**src/rtl/yuv420_pkg.sv**
```systemverilog
// Shared types and constants for the YUYV 4:2:2 to planar 4:2:0 converter.
// No dependencies; imported by every module of the block except yuv420_ram.
`default_nettype none

package yuv420_pkg;

    // Field widths
    localparam int PIX_W      = 8;
    localparam int CFG_W      = 11;
    localparam int CFG_IDX_W  = 2;
    localparam int PAIR_CNT_W = 10;

    // Register indexes on the configuration channel
    localparam logic [CFG_IDX_W-1:0] CFG_PAIRS_PER_LINE       = 2'd0;
    localparam logic [CFG_IDX_W-1:0] CFG_LINE_PAIRS_PER_FRAME = 2'd1;

    // Register reset values
    localparam logic [CFG_W-1:0] PAIRS_PER_LINE_RESET       = 11'd320;
    localparam logic [CFG_W-1:0] LINE_PAIRS_PER_FRAME_RESET = 11'd240;

    // Upper clamp of the line pair count, and default line buffer depth
    localparam logic [CFG_W-1:0] LINE_PAIR_LIMIT = 11'd1024;
    localparam int               MAX_PAIRS_DEF   = 1024;

    // One input macropixel, packed as it sits on tdata (last field lowest)
    typedef struct packed {
        logic [PIX_W-1:0] chroma_red;
        logic [PIX_W-1:0] luma_second;
        logic [PIX_W-1:0] chroma_blue;
        logic [PIX_W-1:0] luma_first;
    } t_pix;

    // Per-beat info handed from the counter logic to the averaging stage
    typedef struct packed {
        logic [PIX_W-1:0] luma_first;
        logic [PIX_W-1:0] luma_second;
        logic [PIX_W-1:0] chroma_blue;
        logic [PIX_W-1:0] chroma_red;
        logic             chroma_valid;
        logic             line_end;
        logic             frame_end;
    } t_meta;

    // One result beat
    typedef struct packed {
        logic [PIX_W-1:0] y_out_first;
        logic [PIX_W-1:0] y_out_second;
        logic [PIX_W-1:0] u_average;
        logic [PIX_W-1:0] v_average;
        logic             chroma_valid;
        logic             line_end;
        logic             frame_end;
    } t_result;

endpackage

`default_nettype wire

```
**src/rtl/yuv420_avg.sv**
```systemverilog
// Read-data stage, chroma averaging and output register with handshake.
// Depends on yuv420_pkg.
`default_nettype none

module yuv420_avg
    import yuv420_pkg::*;
(
    input  wire logic               i_clk,
    input  wire logic               i_rst_n,
    input  wire logic               i_accept,
    input  wire t_meta              i_meta,
    input  wire logic [2*PIX_W-1:0] i_rdata,
    output logic                    o_in_ready,
    output logic                    o_out_valid,
    input  wire logic               i_out_ready,
    output t_result                 o_out
);

    logic    r_s1_valid;
    t_meta   r_s1_meta;
    logic    r_out_valid;
    t_result r_out;

    logic       out_free;
    logic       s1_move;
    logic [PIX_W:0] u_sum;
    logic [PIX_W:0] v_sum;
    t_result    n_out;

    // Stage 1 moves on whenever the output register is empty or being drained
    assign out_free   = !r_out_valid || i_out_ready;
    assign s1_move    = r_s1_valid && out_free;
    assign o_in_ready = !r_s1_valid || out_free;

    always_ff @(posedge i_clk) begin
        if (!i_rst_n) begin
            r_s1_valid <= 1'b0;
        end else if (i_accept) begin
            r_s1_valid <= 1'b1;
        end else if (s1_move) begin
            r_s1_valid <= 1'b0;
        end
    end

    always_ff @(posedge i_clk) begin
        if (i_accept) begin
            r_s1_meta <= i_meta;
        end
    end

    // Average with the stored line, truncating
    always_comb begin
        u_sum = {1'b0, r_s1_meta.chroma_blue} + {1'b0, i_rdata[PIX_W-1:0]};
        v_sum = {1'b0, r_s1_meta.chroma_red} + {1'b0, i_rdata[2*PIX_W-1:PIX_W]};
        n_out.y_out_first  = r_s1_meta.luma_first;
        n_out.y_out_second = r_s1_meta.luma_second;
        n_out.u_average    = r_s1_meta.chroma_valid ? u_sum[PIX_W:1] : '0;
        n_out.v_average    = r_s1_meta.chroma_valid ? v_sum[PIX_W:1] : '0;
        n_out.chroma_valid = r_s1_meta.chroma_valid;
        n_out.line_end     = r_s1_meta.line_end;
        n_out.frame_end    = r_s1_meta.frame_end;
    end

    // Output register
    always_ff @(posedge i_clk) begin
        if (!i_rst_n) begin
            r_out_valid <= 1'b0;
        end else if (out_free) begin
            r_out_valid <= r_s1_valid;
        end
    end

    always_ff @(posedge i_clk) begin
        if (s1_move) begin
            r_out <= n_out;
        end
    end

    assign o_out_valid = r_out_valid;
    assign o_out       = r_out;

endmodule

`default_nettype wire

```
**config.mk**
```make
export PLATFORM = sky130hd
export DESIGN_NAME = yuv420_avg
export DESIGN_NICKNAME = d
export VERILOG_FILES = /design/src/rtl/yuv420_pkg.sv /design/src/rtl/yuv420_avg.sv
export SDC_FILE = /design/constraint.sdc
export NUM_CORES = 1
export LEC_CHECK = 0
export BUFFER_PORTS_ARGS = -buffer_cell sky130_fd_sc_hd__clkbuf_2
export CORE_MARGIN = 5
export CORE_UTILIZATION = 40
export CTS_CLUSTER_SIZE = 30
export DETAILED_ROUTE_END_ITERATION = 6
export HOLD_SLACK_MARGIN = 0.02
export PLACE_DENSITY = 0.7
export SLEW_MARGIN = 20
export SYNTH_ARGS = -nofsm -noshare
export SYNTH_HDL_FRONTEND = slang
export SYNTH_SLANG_ARGS = --single-unit
```
**constraint.sdc**
```tcl
create_clock -name i_clk -period 3.7 [get_ports i_clk]
set_input_delay 0.74 -clock i_clk [delete_from_list [all_inputs] [get_ports i_clk]]
set_output_delay 0.74 -clock i_clk [all_outputs]
set_load 0.05 [all_outputs]
```
; ---- After elaboration in Yosys (flattened, before gate mapping)
; Index checks and enable logic that the tools add are counted.
[word_totals]
reg_bits = 72
wordCells = 26
in_bits = 55
output_inout_bits = 37
[classes]
muxes = 2
add_sub_neg = 2
reduce_logical = 6
[op_table]
columns = operator, n
row1 = $add A8 B8 Y9, 2
row2 = $logic_not A1 Y1, 2
row3 = $logic_or A1 B1 Y1, 2
row4 = $mux W1, 2
row5 = $reduce_bool A2 Y1, 1
row6 = $logic_and A1 B1 Y1, 1

; ---- Logic depth before layout (Yosys ltp)
[logic_depth]
word_depth = 5
ltp_mapped = 6

; ---- Worst setup path after synthesis
; No wires, ideal clock.
[synth_timing]
path_type = input to register
from = input port i_out_ready
to = register r_out (netlist bit o_out[0]) (enable)
t_required_ps = 3269
t_arrival_ps = 2391
path_buffers = 0
setup_slack_ps = 878
stages = 2
cell_sequence = nor2b_1 nor2b_1
[synth_via]
elab_chain_cells = 2
[synth_rtl]
columns = element, line_no
row1 = start: declaration, yuv420_avg.sv:15  ; input wire logic i_out_ready,
row2 = $logic_or A1 B1 Y1, yuv420_avg.sv:31  ; assign out_free = !r_out_valid || i_out_ready;
row3 = $logic_and A1 B1 Y1, yuv420_avg.sv:32  ; assign s1_move = r_s1_valid && out_free;
row4 = named net s1_move, yuv420_avg.sv:25  ; logic s1_move;
row5 = end signal: assignment, yuv420_avg.sv:75  ; r_out <= n_out;
row6 = end: declaration, yuv420_avg.sv:22  ; t_result r_out;
; The timed path passes the listed nets, and every way through them passes these cells.
; A chain may end at the register's enable or synchronous reset.

; ---- Worst setup path after layout
[layout_timing]
from = input port i_out_ready
to = output port o_in_ready
[layout_via]
elab_chain_cells = 2
[layout_rtl]
columns = element, line_no
row1 = $logic_or A1 B1 Y1, yuv420_avg.sv:31
row2 = $logic_or A1 B1 Y1, yuv420_avg.sv:33  ; assign o_in_ready = !r_s1_valid || out_free;
row3 = end: declaration, yuv420_avg.sv:13  ; output logic o_in_ready,
; No other way between the ends.

==> reports/qor.yml <==
power:
  peakVddDrop_v: 0.0002477
  pwr_density_cell_mw_per_mm2: 544.7
  leakage_nw: 1.553
  p_total_w: 0.002032
worst_setup_path:
  end_kind: "output port"
  worstPathMaxFanout: 4
  cp-start-kind: "primary input"
  crit_required_ns: 2.96
  r2r_slack_ns: 1.67
  crit_type: "primary input to output port"
  worstPathArrival_ns: 1.45
  rr_worst_depth: 6
route:
  drt-wirelength-per-cell_um: 13.83
  route.vias.total: 1771
  routed_wirelength_um: 5243
  ant_nets: 0
  vias_per_cell: 4.673
  drtIter0Drc: 34
  drc: 0
  dr.pass1.iters: 4
layout:
  area_growth_pct: 28.60
  mostFrequentLayoutCells: "91 x clkbuf_2, 70 x edfxtp_1, 15 x o21ai_0, 14 x ha_1, 12 x nor2_1"
  layout_commonest_cell: "clkbuf_2"
  fin_nets: 346
  antenna_cells: 0
  utilization_pct: 52.26
  drive_gt1_share_pct: 39.29
synthesis:
  synth.distinct_cells: 28
  ys_ff_latch: 72
  yosysSeqAreaShare_pct: 73.86
  syn_area_mm2: 0.002900
  ys_warn_count: 0
  netlist_instances: 175
  synth_nets: 246
  syn-mean-instance-area_um2: 16.57
global_route:
  first_global_vias: 1777
  grt_first_pass_wirelength_um: 8086
  grtUsageTotal_pct: 12.14
  overflow: 0
  antenna_found_initial: 1
  grt_max_degree: 37
clocking:
  cts_hold_buf: 0
  cts_tree: "built"
  clk_latency_ns: 0.33
  cts.sinks: 72
  clockRootBuffer: "clkbuf_8"
  post-cts-setup-buffers: 0
  clock_path_buffers: 2
  numCtsBuffers: 9
  htreeDepth: 3
  clk_pin_slew_worst_paths_ns: 0.08
  cts_resized: 0
floorplanning:
  dieHeight_um: 95.15
  start_util_pct: 40.64
  io_pins: 92
  core-area_mm2: 0.007137
  rows: 31
  die_x_um: 95.15
  die_area_mm2: 0.009054
timing:
  hold_viol: 0
  finalHoldWorstSlack_ns: 0.4131
  maxSlewViolCount: 0
  tns_ns: 0
  max_slew_margin_pct: 35.60
  timing.final.crit_share_pct: 59.11
  skew_ns: 0.008112
  rsz0062_at_grt: "false"
  tightest_slew_ns: 0.9639
  fin_crit_ns: 2.187
  fmax_mhz: 457.2
  setup_violations: 0
flow_run:
  max_cap_violations: 0
place:
  numPortBuffers: 91
  gp_congestion: 0.7750
  hpwlAfterDp_um: 3902
run_status:
  status: "finished clean"
worst_hold_path:
  hp-class: "flop to flop"
  holdPathStages: 0
-- worst max-delay path, cell delays in order --
cell,delay [ns]
clkbuf_2,0.08
nor2b_1,0.30
nand2_1,0.09
clkbuf_2,0.24
-- cells by family after synthesis --
group,count (synthesis),synth area share (%)
AO/OA/AOI/OAI,44,10.31
XOR/XNOR,4,1.208
adder cells (fa/ha/maj),16,7.420
buffers and inverters,3,0.4310
flip-flops,72,73.86
multiplexers,3,1.035
AND/OR/NAND/NOR,33,5.738
-- through the flow --
step,worst slack (ns),instance area (um^2),cells
floorplan,0.8777,2900,175
global placement,1.299,3478,363
detailed placement,1.210,3478,363
CTS,1.499,3730,379
global route,1.449,3730,379
finish,1.513,3730,379
-- registers in the layout (all words and copies together) (netlist names) --
| signal | count |
|---|---|
| r_s1_valid | 1 |
| o_out | 35 |
| o_out_valid | 1 |
| r_s1_meta | 16 |
| n_out | 19 |
-- cell usage after synthesis --
master | n | share of area, %
and2_1 | 8 | 1.7
a21oi_1 | 7 | 1.2
a211oi_2 | 1 | 0.43
a21o_1 | 3 | 0.78
a31o_2 | 1 | 0.30
nor2b_1 | 3 | 0.65
nand2b_1 | 4 | 0.86
o311ai_1 | 1 | 0.30
nor2_1 | 12 | 1.6
o21ai_0 | 15 | 2.6
nand2_1 | 5 | 0.65
fa_1 | 2 | 1.4
o21a_1 | 3 | 0.78
edfxtp_1 | 70 | 72
inv_1 | 1 | 0.13
and4_1 | 1 | 0.30
mux2i_1 | 3 | 1.0
o41ai_1 | 1 | 0.30
clkbuf_2 | 1 | 0.17
ha_1 | 14 | 6.0
dfxtp_1 | 2 | 1.4
xnor2_1 | 2 | 0.60
clkbuf_1 | 1 | 0.13
xor2_1 | 2 | 0.60
o211a_1 | 4 | 1.4
a211oi_1 | 6 | 1.6
a2111oi_0 | 1 | 0.30
a2111o_1 | 1 | 0.39
-- path summary, 6_finish.rpt --
kind,end,start
setup / recovery,o_in_ready,i_out_ready
hold / removal,o_out[0],n_out[0]
setup reg to reg,o_out[18],r_s1_meta[11]
hold reg to reg,o_out[0],n_out[0]
-- layout make-up --
| class | instances | area (um^2) |
|---|---|---|
| Clock buffer | 9 | 123.9 |
| Clock inverter | 7 | 127.6 |
| Fill cell | 656 | 3407 |
| Inverter | 1 | 3.754 |
| Multi-Input combinational cell | 100 | 753.2 |
| Sequential cell | 72 | 2142 |
| Tap cell | 99 | 123.9 |
| Timing Repair Buffer | 91 | 455.4 |
-- power by group --
| group | total (W) | switching, W | internal, W |
|---|---|---|---|
| sequential | 0.000985 | 0.0000197 | 0.000965 |
| combinational | 0.000286 | 0.000187 | 0.0000995 |
| clock | 0.000761 | 0.000303 | 0.000457 |
-- metal layers --
metal	routed length, um	up-vias	global-route usage, %
met2	2790	56	21.81
met3	355	9	4.341
li1	-	882	-
met4	70	2	5.048
met5	11	-	0
met1	2015	822	12.78
Note: power is estimated with default switching activity, not from simulation.
