## src/rtl/yuv420_pkg.sv

```systemverilog
// Shared types and constants for the YUYV 4:2:2 to planar 4:2:0 converter.
// No dependencies; imported by every module of the block except yuv420_ram.
`default_nettype none

package yuv420_pkg;

    // Field widths
    localparam int PIX_W      = 8;
    localparam int CFG_W      = 11;
    localparam int CFG_IDX_W  = 2;
    localparam int PAIR_CNT_W = 10;

    // Register indexes on the configuration channel
    localparam logic [CFG_IDX_W-1:0] CFG_PAIRS_PER_LINE       = 2'd0;
    localparam logic [CFG_IDX_W-1:0] CFG_LINE_PAIRS_PER_FRAME = 2'd1;

    // Register reset values
    localparam logic [CFG_W-1:0] PAIRS_PER_LINE_RESET       = 11'd320;
    localparam logic [CFG_W-1:0] LINE_PAIRS_PER_FRAME_RESET = 11'd240;

    // Upper clamp of the line pair count, and default line buffer depth
    localparam logic [CFG_W-1:0] LINE_PAIR_LIMIT = 11'd1024;
    localparam int               MAX_PAIRS_DEF   = 1024;

    // One input macropixel, packed as it sits on tdata (last field lowest)
    typedef struct packed {
        logic [PIX_W-1:0] chroma_red;
        logic [PIX_W-1:0] luma_second;
        logic [PIX_W-1:0] chroma_blue;
        logic [PIX_W-1:0] luma_first;
    } t_pix;

    // Per-beat info handed from the counter logic to the averaging stage
    typedef struct packed {
        logic [PIX_W-1:0] luma_first;
        logic [PIX_W-1:0] luma_second;
        logic [PIX_W-1:0] chroma_blue;
        logic [PIX_W-1:0] chroma_red;
        logic             chroma_valid;
        logic             line_end;
        logic             frame_end;
    } t_meta;

    // One result beat
    typedef struct packed {
        logic [PIX_W-1:0] y_out_first;
        logic [PIX_W-1:0] y_out_second;
        logic [PIX_W-1:0] u_average;
        logic [PIX_W-1:0] v_average;
        logic             chroma_valid;
        logic             line_end;
        logic             frame_end;
    } t_result;

endpackage

`default_nettype wire

```

## src/rtl/yuv420_ctrl.sv

```systemverilog
// Configuration registers, column / line / pair counters and line buffer addressing.
// Depends on yuv420_pkg.
`default_nettype none

module yuv420_ctrl
    import yuv420_pkg::*;
#(
    parameter int MAX_PAIRS = MAX_PAIRS_DEF
) (
    input  wire logic                         i_clk,
    input  wire logic                         i_rst_n,
    input  wire logic                         i_cfg_valid,
    input  wire logic [CFG_IDX_W-1:0]         i_cfg_index,
    input  wire logic [CFG_W-1:0]             i_cfg_data,
    input  wire logic                         i_accept,
    input  wire t_pix                         i_pix,
    output logic                              o_ram_we,
    output logic                              o_ram_re,
    output logic      [$clog2(MAX_PAIRS)-1:0] o_ram_addr,
    output logic      [2*PIX_W-1:0]           o_ram_wdata,
    output t_meta                             o_meta
);

    localparam int AW = $clog2(MAX_PAIRS);
    localparam int MW = $clog2(MAX_PAIRS + 1);
    localparam int CW = (MW > CFG_W) ? MW : CFG_W;
    localparam logic [CW-1:0] MAXP = CW'(MAX_PAIRS);

    logic [CFG_W-1:0]      r_pairs_per_line;
    logic [CFG_W-1:0]      r_line_pairs;
    logic [AW-1:0]         r_col;
    logic                  r_second;
    logic [PAIR_CNT_W-1:0] r_pair;

    logic [AW-1:0]         n_col;
    logic                  n_second;
    logic [PAIR_CNT_W-1:0] n_pair;

    logic [CW-1:0]    ppl_ext;
    logic [CW-1:0]    width;
    logic [CW-1:0]    col_ext;
    logic [CW-1:0]    col_eff;
    logic [CW-1:0]    col_next;
    logic [CFG_W-1:0] height;
    logic [CFG_W-1:0] pair_next;
    logic             last_col;
    logic             last_pair;

    // Configuration writes; unknown indexes are dropped
    always_ff @(posedge i_clk) begin
        if (!i_rst_n) begin
            r_pairs_per_line <= PAIRS_PER_LINE_RESET;
            r_line_pairs     <= LINE_PAIRS_PER_FRAME_RESET;
        end else if (i_cfg_valid) begin
            case (i_cfg_index)
                CFG_PAIRS_PER_LINE:       r_pairs_per_line <= i_cfg_data;
                CFG_LINE_PAIRS_PER_FRAME: r_line_pairs     <= i_cfg_data;
                default: ;
            endcase
        end
    end

    // Clamp line width and frame height, find the last column / pair
    always_comb begin
        ppl_ext = CW'(r_pairs_per_line);
        if (ppl_ext == '0) begin
            width = CW'(1);
        end else if (ppl_ext > MAXP) begin
            width = MAXP;
        end else begin
            width = ppl_ext;
        end

        if (r_line_pairs == '0) begin
            height = CFG_W'(1);
        end else if (r_line_pairs > LINE_PAIR_LIMIT) begin
            height = LINE_PAIR_LIMIT;
        end else begin
            height = r_line_pairs;
        end

        // A column left past the end by a width change counts as the last one
        col_ext   = CW'(r_col);
        col_eff   = (col_ext >= width) ? (width - CW'(1)) : col_ext;
        col_next  = col_eff + CW'(1);
        last_col  = (col_next >= width);
        pair_next = CFG_W'(r_pair) + CFG_W'(1);
        last_pair = (pair_next >= height);
    end

    // Counter advance
    always_comb begin
        n_col    = r_col;
        n_second = r_second;
        n_pair   = r_pair;
        if (!last_col) begin
            n_col = col_next[AW-1:0];
        end else begin
            n_col = '0;
            if (!r_second) begin
                n_second = 1'b1;
            end else begin
                n_second = 1'b0;
                n_pair   = last_pair ? '0 : pair_next[PAIR_CNT_W-1:0];
            end
        end
    end

    always_ff @(posedge i_clk) begin
        if (!i_rst_n) begin
            r_col    <= '0;
            r_second <= 1'b0;
            r_pair   <= '0;
        end else if (i_accept) begin
            r_col    <= n_col;
            r_second <= n_second;
            r_pair   <= n_pair;
        end
    end

    // Line buffer: store chroma on the first line, fetch it on the second.
    // One beat either writes or reads, and a column is read only a full line
    // after its write, so no forwarding is needed.
    assign o_ram_we    = i_accept && !r_second;
    assign o_ram_re    = i_accept && r_second;
    assign o_ram_addr  = col_eff[AW-1:0];
    assign o_ram_wdata = {i_pix.chroma_red, i_pix.chroma_blue};

    // Beat info for the averaging stage
    always_comb begin
        o_meta.luma_first   = i_pix.luma_first;
        o_meta.luma_second  = i_pix.luma_second;
        o_meta.chroma_blue  = i_pix.chroma_blue;
        o_meta.chroma_red   = i_pix.chroma_red;
        o_meta.chroma_valid = r_second;
        o_meta.line_end     = last_col;
        o_meta.frame_end    = last_col && r_second && last_pair;
    end

endmodule

`default_nettype wire

```

## config.mk

```make
export PLATFORM = sky130hd
export DESIGN_NAME = yuv420_ctrl
export DESIGN_NICKNAME = d
export VERILOG_FILES = /design/src/rtl/yuv420_pkg.sv /design/src/rtl/yuv420_ctrl.sv
export SDC_FILE = /design/constraint.sdc
export NUM_CORES = 1
export LEC_CHECK = 0
export ABC_AREA = 1
export BUFFER_PORTS_ARGS = -buffer_cell sky130_fd_sc_hd__buf_2
export CAP_MARGIN = 0
export CORE_ASPECT_RATIO = 1.1
export CORE_UTILIZATION = 57
export CTS_CLUSTER_SIZE = 25
export DETAILED_ROUTE_END_ITERATION = 10
export GPL_ROUTABILITY_DRIVEN = 1
export PLACE_DENSITY_LB_ADDON = 0.08
export SYNTH_ARGS = -nofsm -noshare
export SYNTH_HDL_FRONTEND = slang
export SYNTH_SLANG_ARGS = --single-unit
```

## constraint.sdc

```tcl
create_clock -name i_clk -period 12.6 [get_ports i_clk]
set_input_delay 2.52 -clock i_clk [delete_from_list [all_inputs] [get_ports i_clk]]
set_output_delay 2.52 -clock i_clk [all_outputs]
set_load 0.05 [all_outputs]
```

## Word level (Yosys, flattened, before mapping)

Cells that the tools add are included.

| cells by class | value |
|---|---|
| add/sub/neg operators | 3 |
| $lt $le $gt $ge | 5 |
| equal/unequal tests | 1 |
| multiplexer cells | 8 |
| reductions and logical operators | 12 |

Operators by type and width:

| cell | count |
|---|---|
| $mux W11 | 5 |
| $ge A11 B11 Y1 | 2 |
| $gt A11 B11 Y1 const B | 2 |
| $logic_not A11 Y1 | 2 |
| $mux W10 | 2 |
| $add A10 B1 Y11 const B | 1 |
| $add A11 B1 Y11 const B | 1 |
| $ge A10 B11 Y1 | 1 |
| $sub A11 B1 Y11 const B | 1 |
| $reduce_and A2 Y1 | 3 |
| $logic_and A1 B1 Y1 | 4 |
| $reduce_and A3 Y1 | 1 |
| $eq A2 B1 Y1 const B | 1 |
| $logic_not A2 Y1 | 1 |
| $logic_not A1 Y1 | 1 |
| $mux W1 | 1 |

| storage, ports and cells | value |
|---|---|
| bits in registers | 43 |
| input port bits | 49 |
| output and inout bits | 63 |
| word-level logic and storage cells | 34 |

## Longest topological paths before layout

Gate-level depths: netlist of the first run.

| depth | value |
|---|---|
| depth after elaboration | 9 |
| gate-level depth with buffers | 33 |
| mapped depth without buffers | 32 |

## Worst setup path after synthesis of the first run

No wires, ideal clock.

| timing | value |
|---|---|
| path kind | reg-to-output |
| from | register r_pairs_per_line[5] (netlist: ppl_ext[5]) |
| to | output o_meta[0] (netlist bit) |
| data arrival time | 4,681 ps |
| required time | 10,080 ps |
| path slack | 5,399 ps |
| stages on the path, launching flop included | 25 |
| buffers on the path | 2 |
| cells stage by stage | dfxtp_1 > buf_6 > nor2_1 > nand3_1 > o21bai_4 > buf_6 > nand2_1 > ha_1 > nand2_1 > nor2_1 > nand3_1 > nand4_4 > nand2_1 > nand2_1 > ha_1 > nand3_2 > nor2_2 > nand3_1 > and2_1 > ha_1 > nand3_1 > or3_1 > nand4_1 > nand2_1 > nor2_1 |

RTL lines:

| item | RTL line | source |
|---|---|---|
| start, declared | yuv420_ctrl.sv:29 | `logic [CFG_W-1:0] r_pairs_per_line;` |
| start signal, assigned | yuv420_ctrl.sv:56 | `CFG_PAIRS_PER_LINE: r_pairs_per_line <= i_cfg_data;` |
| end, declared | yuv420_ctrl.sv:21 | `output t_meta o_meta` |

==> results of run 1 <==
## report_power, final
part / switching [mW] / internal [mW] / leakage (nW)
sequential: 0.0158 / 0.150 / 0.350
combinational: 0.273 / 0.116 / 1.49
clock: 0.0567 / 0.0409 / 0.0491
total: 0.345 / 0.308 / 1.89
## area by class of cell
| type | instances | share of cell area (%) |
|---|---|---|
| multi-input cells | 387 | 60.6 |
| clock buffers | 5 | 1.89 |
| flip-flops and latches | 43 | 23.7 |
| inverters | 59 | 6.10 |
| repair buffers | 31 | 4.27 |
| well taps | 80 | 2.75 |
| clock inverters | 3 | 0.723 |
## per-layer routing
| metal | up-vias | GRT usage (%) |
|---|---|---|
| li1 | 1709 | - |
| met4 | 0 | 8.10 |
| met5 | - | 0 |
| met2 | 73 | 45.6 |
| met3 | 18 | 4.42 |
| met1 | 1438 | 30.4 |
## flip-flops by register name (all words and copies together), names as in the netlist
register      flops
r_second          1
r_pair           10
ppl_ext          11
r_line_pairs     11
r_col            10
## synth_stat cells
library cell / count
a21oi_2: 2
buf_2: 1
o21ai_1: 2
nor3_1: 5
nand3b_1: 2
o2111ai_1: 1
nor2_4: 1
o41ai_1: 3
o21bai_1: 1
nand2_2: 6
o21ai_0: 33
buf_6: 2
o21bai_4: 1
nand4_4: 1
a21oi_1: 27
nand3_2: 2
nor4_1: 3
or2_0: 1
o21a_1: 1
or2_2: 5
xnor2_1: 2
xor2_1: 11
a211oi_1: 1
and2_1: 1
clkinv_1: 2
nand2_1: 119
nor2_1: 59
nand3_1: 30
buf_4: 50
nor2_8: 1
dfxtp_1: 43
or3_1: 1
nand2_4: 2
xor2_2: 1
inv_1: 55
nand4_1: 23
ha_1: 35
nor2_2: 4
clkbuf_1: 8
inv_2: 2
## cell families (layout without fill, tap and decap cells)
family | count (synthesis) | in the layout
DFF | 43 | 43
buffers and inverters | 120 | 98
AOI/OAI and AO/OA | 72 | 72
xor gates and xnor gates | 14 | 14
adders and majority gates | 35 | 35
and+or+nand+nor | 266 | 266
## worst register-to-register path, cell delays in order, from the launching register on
cell and delay [ns]:
dfxtp_1 0.38, nor2_1 0.16, nand2_1 0.11, o21bai_4 0.36, nand2_1 0.23, ha_1 0.37, nand2_1 0.05, nor2_1 0.09
nand3_1 0.19, nand4_4 0.28, nand2_1 0.10, nand2_1 0.14, ha_1 0.21, nand3_2 0.12, nor2_2 0.18, nand3_1 0.13
and2_1 0.18, ha_1 0.30, nand3_1 0.08, or3_1 0.37, nand4_1 0.19, inv_1 0.08, nor2_2 0.32, inv_1 0.16
nand2_1 0.25, o21ai_0 0.13
## path summary, 6_finish.rpt
kind | depth (start not counted) | endpoint | slack [ns] | start
max | 23 | o_meta[0] | 5.11 | ppl_ext[6]
min | 2 | ppl_ext[0] | 0.47 | ppl_ext[0]
min reg2reg | 2 | ppl_ext[0] | 0.47 | ppl_ext[0]
max reg2reg | 25 | r_pair[8] | 7.32 | ppl_ext[6]
==> reports/metrics.cfg, run 1 <==
[outcome]
status=completed

[timing]
tns_ns=0
whs_ns=0.474
max_slew_margin_pct=57.6
worst_pin_slew_ns=0.634
finalSetupViolations=0
clock_skew_ns=0.0118
finalCriticalPeriod_ns=7.49
slew_violations=0
rsz0062_at_grt=no
hold_viol=0
fin_ws_ns=5.11
max_freq_ghz=0.134
fin_crit_sh_pct=59.4

[synth]
synth_top_area_cell=dfxtp_1
ys_warn_count=0
syn_nets=634
synth.mux.area_fraction_pct=0
syn_area_per_cell_sq_um=6.76
synth_fa_ha_area_share_pct=11.8
ys_seq_elements=43
syn_inst=550
synth_cell_type_count=40
synth_top_family_by_area=simple AND/OR/NAND/NOR gates
synth_area_sq_um=3720
synthDominantCellAreaShare_pct=23.2
synth_area_leaders=dfxtp_1 (23%), nand2_1 (12%), ha_1 (12%)
synth-seq-area-share_pct=23.2
synthSimpleGateAreaFrac_pct=33.1
synth-compound-area-share_pct=10.9
synth_xor_area_share_pct=3.50

[cts]
cts_tree=built
cts_setup_buffers=0
clk-insertion-delay-late_ns=0.31
cts-root-buf=clkbuf_8
cts_hold_buf=0
cts-buffers-inserted=5
clock_path_buffers=2
clkTransAtPathRegs_ns=0.10
cts_num_sinks=43
cts_resized=0
cts_max_level=2

[floorplan]
core-area_sq_um=6230
floorplan.die.width_microns=79.0
fp.dieH_microns=86.7
ioPinCount=112
rows=30
initial_core_util_pct=59.6
dieArea_sq_um=6850

[power_and_ir_drop]
leakage_nw=1.89
pwr_density_cell_nw_per_um2=180
p_total_mw=0.653
peakVddDrop_mv=0.142

[setup_path]
crit_chain=nor2_1 -> nand2_1 -> o21bai_4 -> nand2_1 -> ha_1 -> nand2_1 -> nor2_1 -> nand3_1 -> nand4_4 -> nand2_1 -> nand2_1 -> ha_1 -> nand3_2 -> nor2_2 -> nand3_1 -> and2_1 -> ha_1 -> nand3_1 -> or3_1 -> nand4_1 -> nand2_1 -> nor2_1 -> buf_2
slowest_delay_ns=0.38
arrival_ns=4.97
critical-path-top-delay-family=simple AND/OR/NAND/NOR gates
critPathMaxFanout=18
crit_path_frequent_cell=nand2_1
cp-start-kind=flip-flop
critPathBufInv=1
required_ns=10.08
slowest_stage=dfxtp_1
path_class=reg -> out
endpoint_kind=output port

[routing]
dr_wl_met3_microns=308
via_per_inst=5.33
wirelength_microns=8260
highest_layer=met4
ant_nets=0
drc=0
vias=3238
wl_met1_microns=3710
met2_length_microns=4090
dr.pass1.iters=4
drt-initial-drc-count=105
wl_per_cell_microns=13.6

[cells_and_area]
drive_gt1_share_pct=12.7
seq_area_sq_um=861
layout_commonest_cell=nand2_1
area_delta_synth_final_pct=-2.22
n_fill_cell=646
nets=611
final_cell_mix=nand2_1 (119), nor2_1 (59), inv_1 (55)
n_antenna_cell=0
multi_input_area_sq_um=2200
instances_no_fill=608
fin_area_sq_um=3630
fin_util_pct=58.3

[place]
gp_congestion=0.883
placed_area_sq_um=3540
pre_cts_slack_ns=5.51
dp_hpwl_microns=6570
port_buffers=31
dp.cells=600

[grt]
grt_max_degree=34
grt.overflow.total=0
grt.total_usage_pct=25.4
grt_pass1_vias=3094
antenna_found_initial=0
grt_pass1_wl_microns=13700

[flow_run]
maxCapViolCount=0

[min_path]
worstHoldPathType=reg -> reg

Note: power is estimated with default switching activity, not from simulation.
==> inputs of run 2 (changes only) <==
Settings changed: ABC_AREA 1 to 0, CORE_UTILIZATION 57 to 48.
Clock period 12.6 ns to 6.05 ns, I/O delays scaled along.
==> run 2 against run 1 <==
Net effect:
- clock power is 110% higher
- area after synthesis is 0.54% higher
- worst setup slack worse by 5.1 ns
- critical path depth is 2 higher
- sequential share of layout area is 2.7 points lower
- flip-flop and latch count stayed put
- register-to-register slack worse by 6.3 ns
- largest cell class unchanged
==> reports/metrics.cfg, run 2 <==
[cts]
cts_tree=built
cts-root-buf=clkbuf_8
cts_hold_buf=0
cts_max_level=2
cts_num_sinks=43
clk-insertion-delay-late_ns=0.31
cts-buffers-inserted=5
clkTransAtPathRegs_ns=0.10
clock_path_buffers=2

[timing]
fin_crit_sh_pct=99.4
worst_pin_slew_ns=0.843
max_freq_ghz=0.166
finalSetupViolations=0
tns_ns=0
finalCriticalPeriod_ns=6.01
clock_skew_ns=0.00844
max_slew_margin_pct=43.4
slew_violations=0
rsz0062_at_grt=yes
hold_viol=0

[routing]
wirelength_microns=9430
drt-initial-drc-count=106
wl_per_cell_microns=16.1
drc=0
ant_nets=0
vias=3213
dr.pass1.iters=4
via_per_inst=5.48

[synth]
ys_seq_elements=43
syn_area_per_cell_sq_um=7.90
synth_area_leaders=dfxtp_1 (23%), ha_1 (12%), buf_4 (10%)
synth-seq-area-share_pct=23.0
ys_warn_count=0
synth_common_cells=nand2_1 (83), buf_4 (50), dfxtp_1 (43), a21oi_1 (39), ha_1 (35)
synth_area_sq_um=3740
syn_nets=557
synth_ff_type=dfxtp_1
synthDominantCellAreaShare_pct=23.0
syn_inst=473
synth_most_common_cell=nand2_1
synth_edf_count=0
synth_top_area_cell=dfxtp_1
synthArstFlopShare_pct=0
synth_cell_type_count=63

[outcome]
status=completed

[grt]
gr-usage-met2_pct=42.5
grt.total_usage_pct=23.8
grt_max_degree=27
grt.busiest_layer=met2
grt_pass1_wl_microns=15200
grtUsageMet1_pct=29.5
antenna_found_initial=0
grt_pass1_vias=3097
grt_use_met3_pct=2.88
grt.overflow.total=0

[cells_and_area]
instances_no_fill=586
n_fill_cell=741
nets=564
n_antenna_cell=0
layout_commonest_cell=nand2_1
final_cell_mix=nand2_1 (81), dfxtp_1 (41), a21oi_1 (36)
drive_gt1_share_pct=23.5
area_delta_synth_final_pct=10.4

[floorplan]
fp.dieH_microns=94.5
dieArea_sq_um=8140
rows=33
ioPinCount=112
floorplan.die.width_microns=86.1
core-area_sq_um=7510
initial_core_util_pct=49.7

[setup_path]
arrival_ns=4.80
cp-start-kind=flip-flop
critPathMaxFanout=5
critPathBufInv=5
endpoint_kind=output port
ff2ff_path_depth=25
slowest_delay_ns=0.38
critical-path-top-delay-family=compound AO/OA/AOI/OAI gates
path_class=reg -> out
slowest_stage=dfxtp_4
required_ns=4.84
cp.depth=25

[flow_run]
maxCapViolCount=0

[place]
dp.cells=567
gp_congestion=0.914
dp_hpwl_microns=7250
port_buffers=31

[power_and_ir_drop]
p_sw_share_pct=35.6
power_frac_seq_pct=42.8
p_comb_share_pct=28.7
power_frac_clock_pct=28.4
peakVddDrop_mv=0.129
leakage_nw=1.86
p_sw_mw=0.261
power_report.internal_total_mw=0.472
pwr_density_cell_nw_per_um2=178

[min_path]
hold-path-cell-count=2
worstHoldPathType=reg -> reg

[run 2: timing repair]
| action | 4_1_cts | 5_1_grt |
|---|---|---|
| resized for setup | 7 | 16 |
| endpoints found under the setup margin | 2 | 2 |
| buffers inserted | 5 | 6 |
| pin swaps | 10 | 17 |
[run 2: kinds of logic after synthesis]
kind of cell / Yosys count / share of synthesized area [%]
multiplexers: 17 / 4.99
adder cells (fa/ha/maj): 35 / 11.7
XOR/XNOR: 21 / 4.92
buffers and inverters: 87 / 13.8
AND/OR/NAND/NOR: 169 / 22.6
AO/OA/AOI/OAI: 101 / 18.9
flip-flops: 43 / 23.0
[run 2: layout make-up]
type | count | area [sq um] | area share [%]
multi-input combinational | 343 | 2530 | 61.4
inverter | 24 | 92.6 | 2.24
timing repair buffer | 63 | 405 | 9.83
tap | 105 | 131 | 3.18
clock inverter | 3 | 26.3 | 0.637
clock buffer | 5 | 68.8 | 1.67
sequential | 43 | 866 | 21.0
[run 2: path summary, 6_finish.rpt]
| kind | startpoint | to | slack [ns] |
|---|---|---|---|
| hold reg to reg | r_line_pairs[2] | r_line_pairs[2] | 0.49 |
| setup reg to reg | ppl_ext[4] | r_pair[8] | 1.00 |
| setup / recovery | ppl_ext[4] | o_meta[0] | 0.04 |
| hold / removal | r_line_pairs[2] | r_line_pairs[2] | 0.49 |
[run 2: power groups by stage]
stage / registers [mW] / clock network (mW) / logic [mW]
after floorplan: 0.317 / 0 / 0.229
final: 0.314 / 0.208 / 0.210
after global placement: 0.320 / 0 / 0.190
after detailed placement: 0.321 / 0 / 0.191
after CTS: 0.314 / 0.217 / 0.197
after global routing: 0.316 / 0.226 / 0.230
[run 2: metrics by stage]
stage	power [mW]	setup WS (ns)	area (sq um)	hold slack [ns]	utilization [%]
final	0.733	0.0365	4130	0.487	54.9
after global routing	0.772	-0.177	4130	0.515	54.9
after CTS	0.727	0.000430	4000	0.488	53.2
after detailed placement	0.512	0.0701	3840	0.473	51.0
after global placement	0.511	0.222	3840	0.467	51.0
after floorplan	0.546	-0.118	3830	0.449	-
[run 2: tightest hold or removal path, delay by kind of cell (launching register included)]
kind	cells	cell delay [ns]
flops	1	0.34
simple gates	1	0.06
compound gates	1	0.05
[run 2: layer usage]
| layer | wire length [microns] | vias up |
|---|---|---|
| met4 | 223 | 0 |
| met5 | 0 | - |
| met3 | 288 | 19 |
| met1 | 4240 | 1498 |
| met2 | 4690 | 58 |
| li1 | - | 1638 |
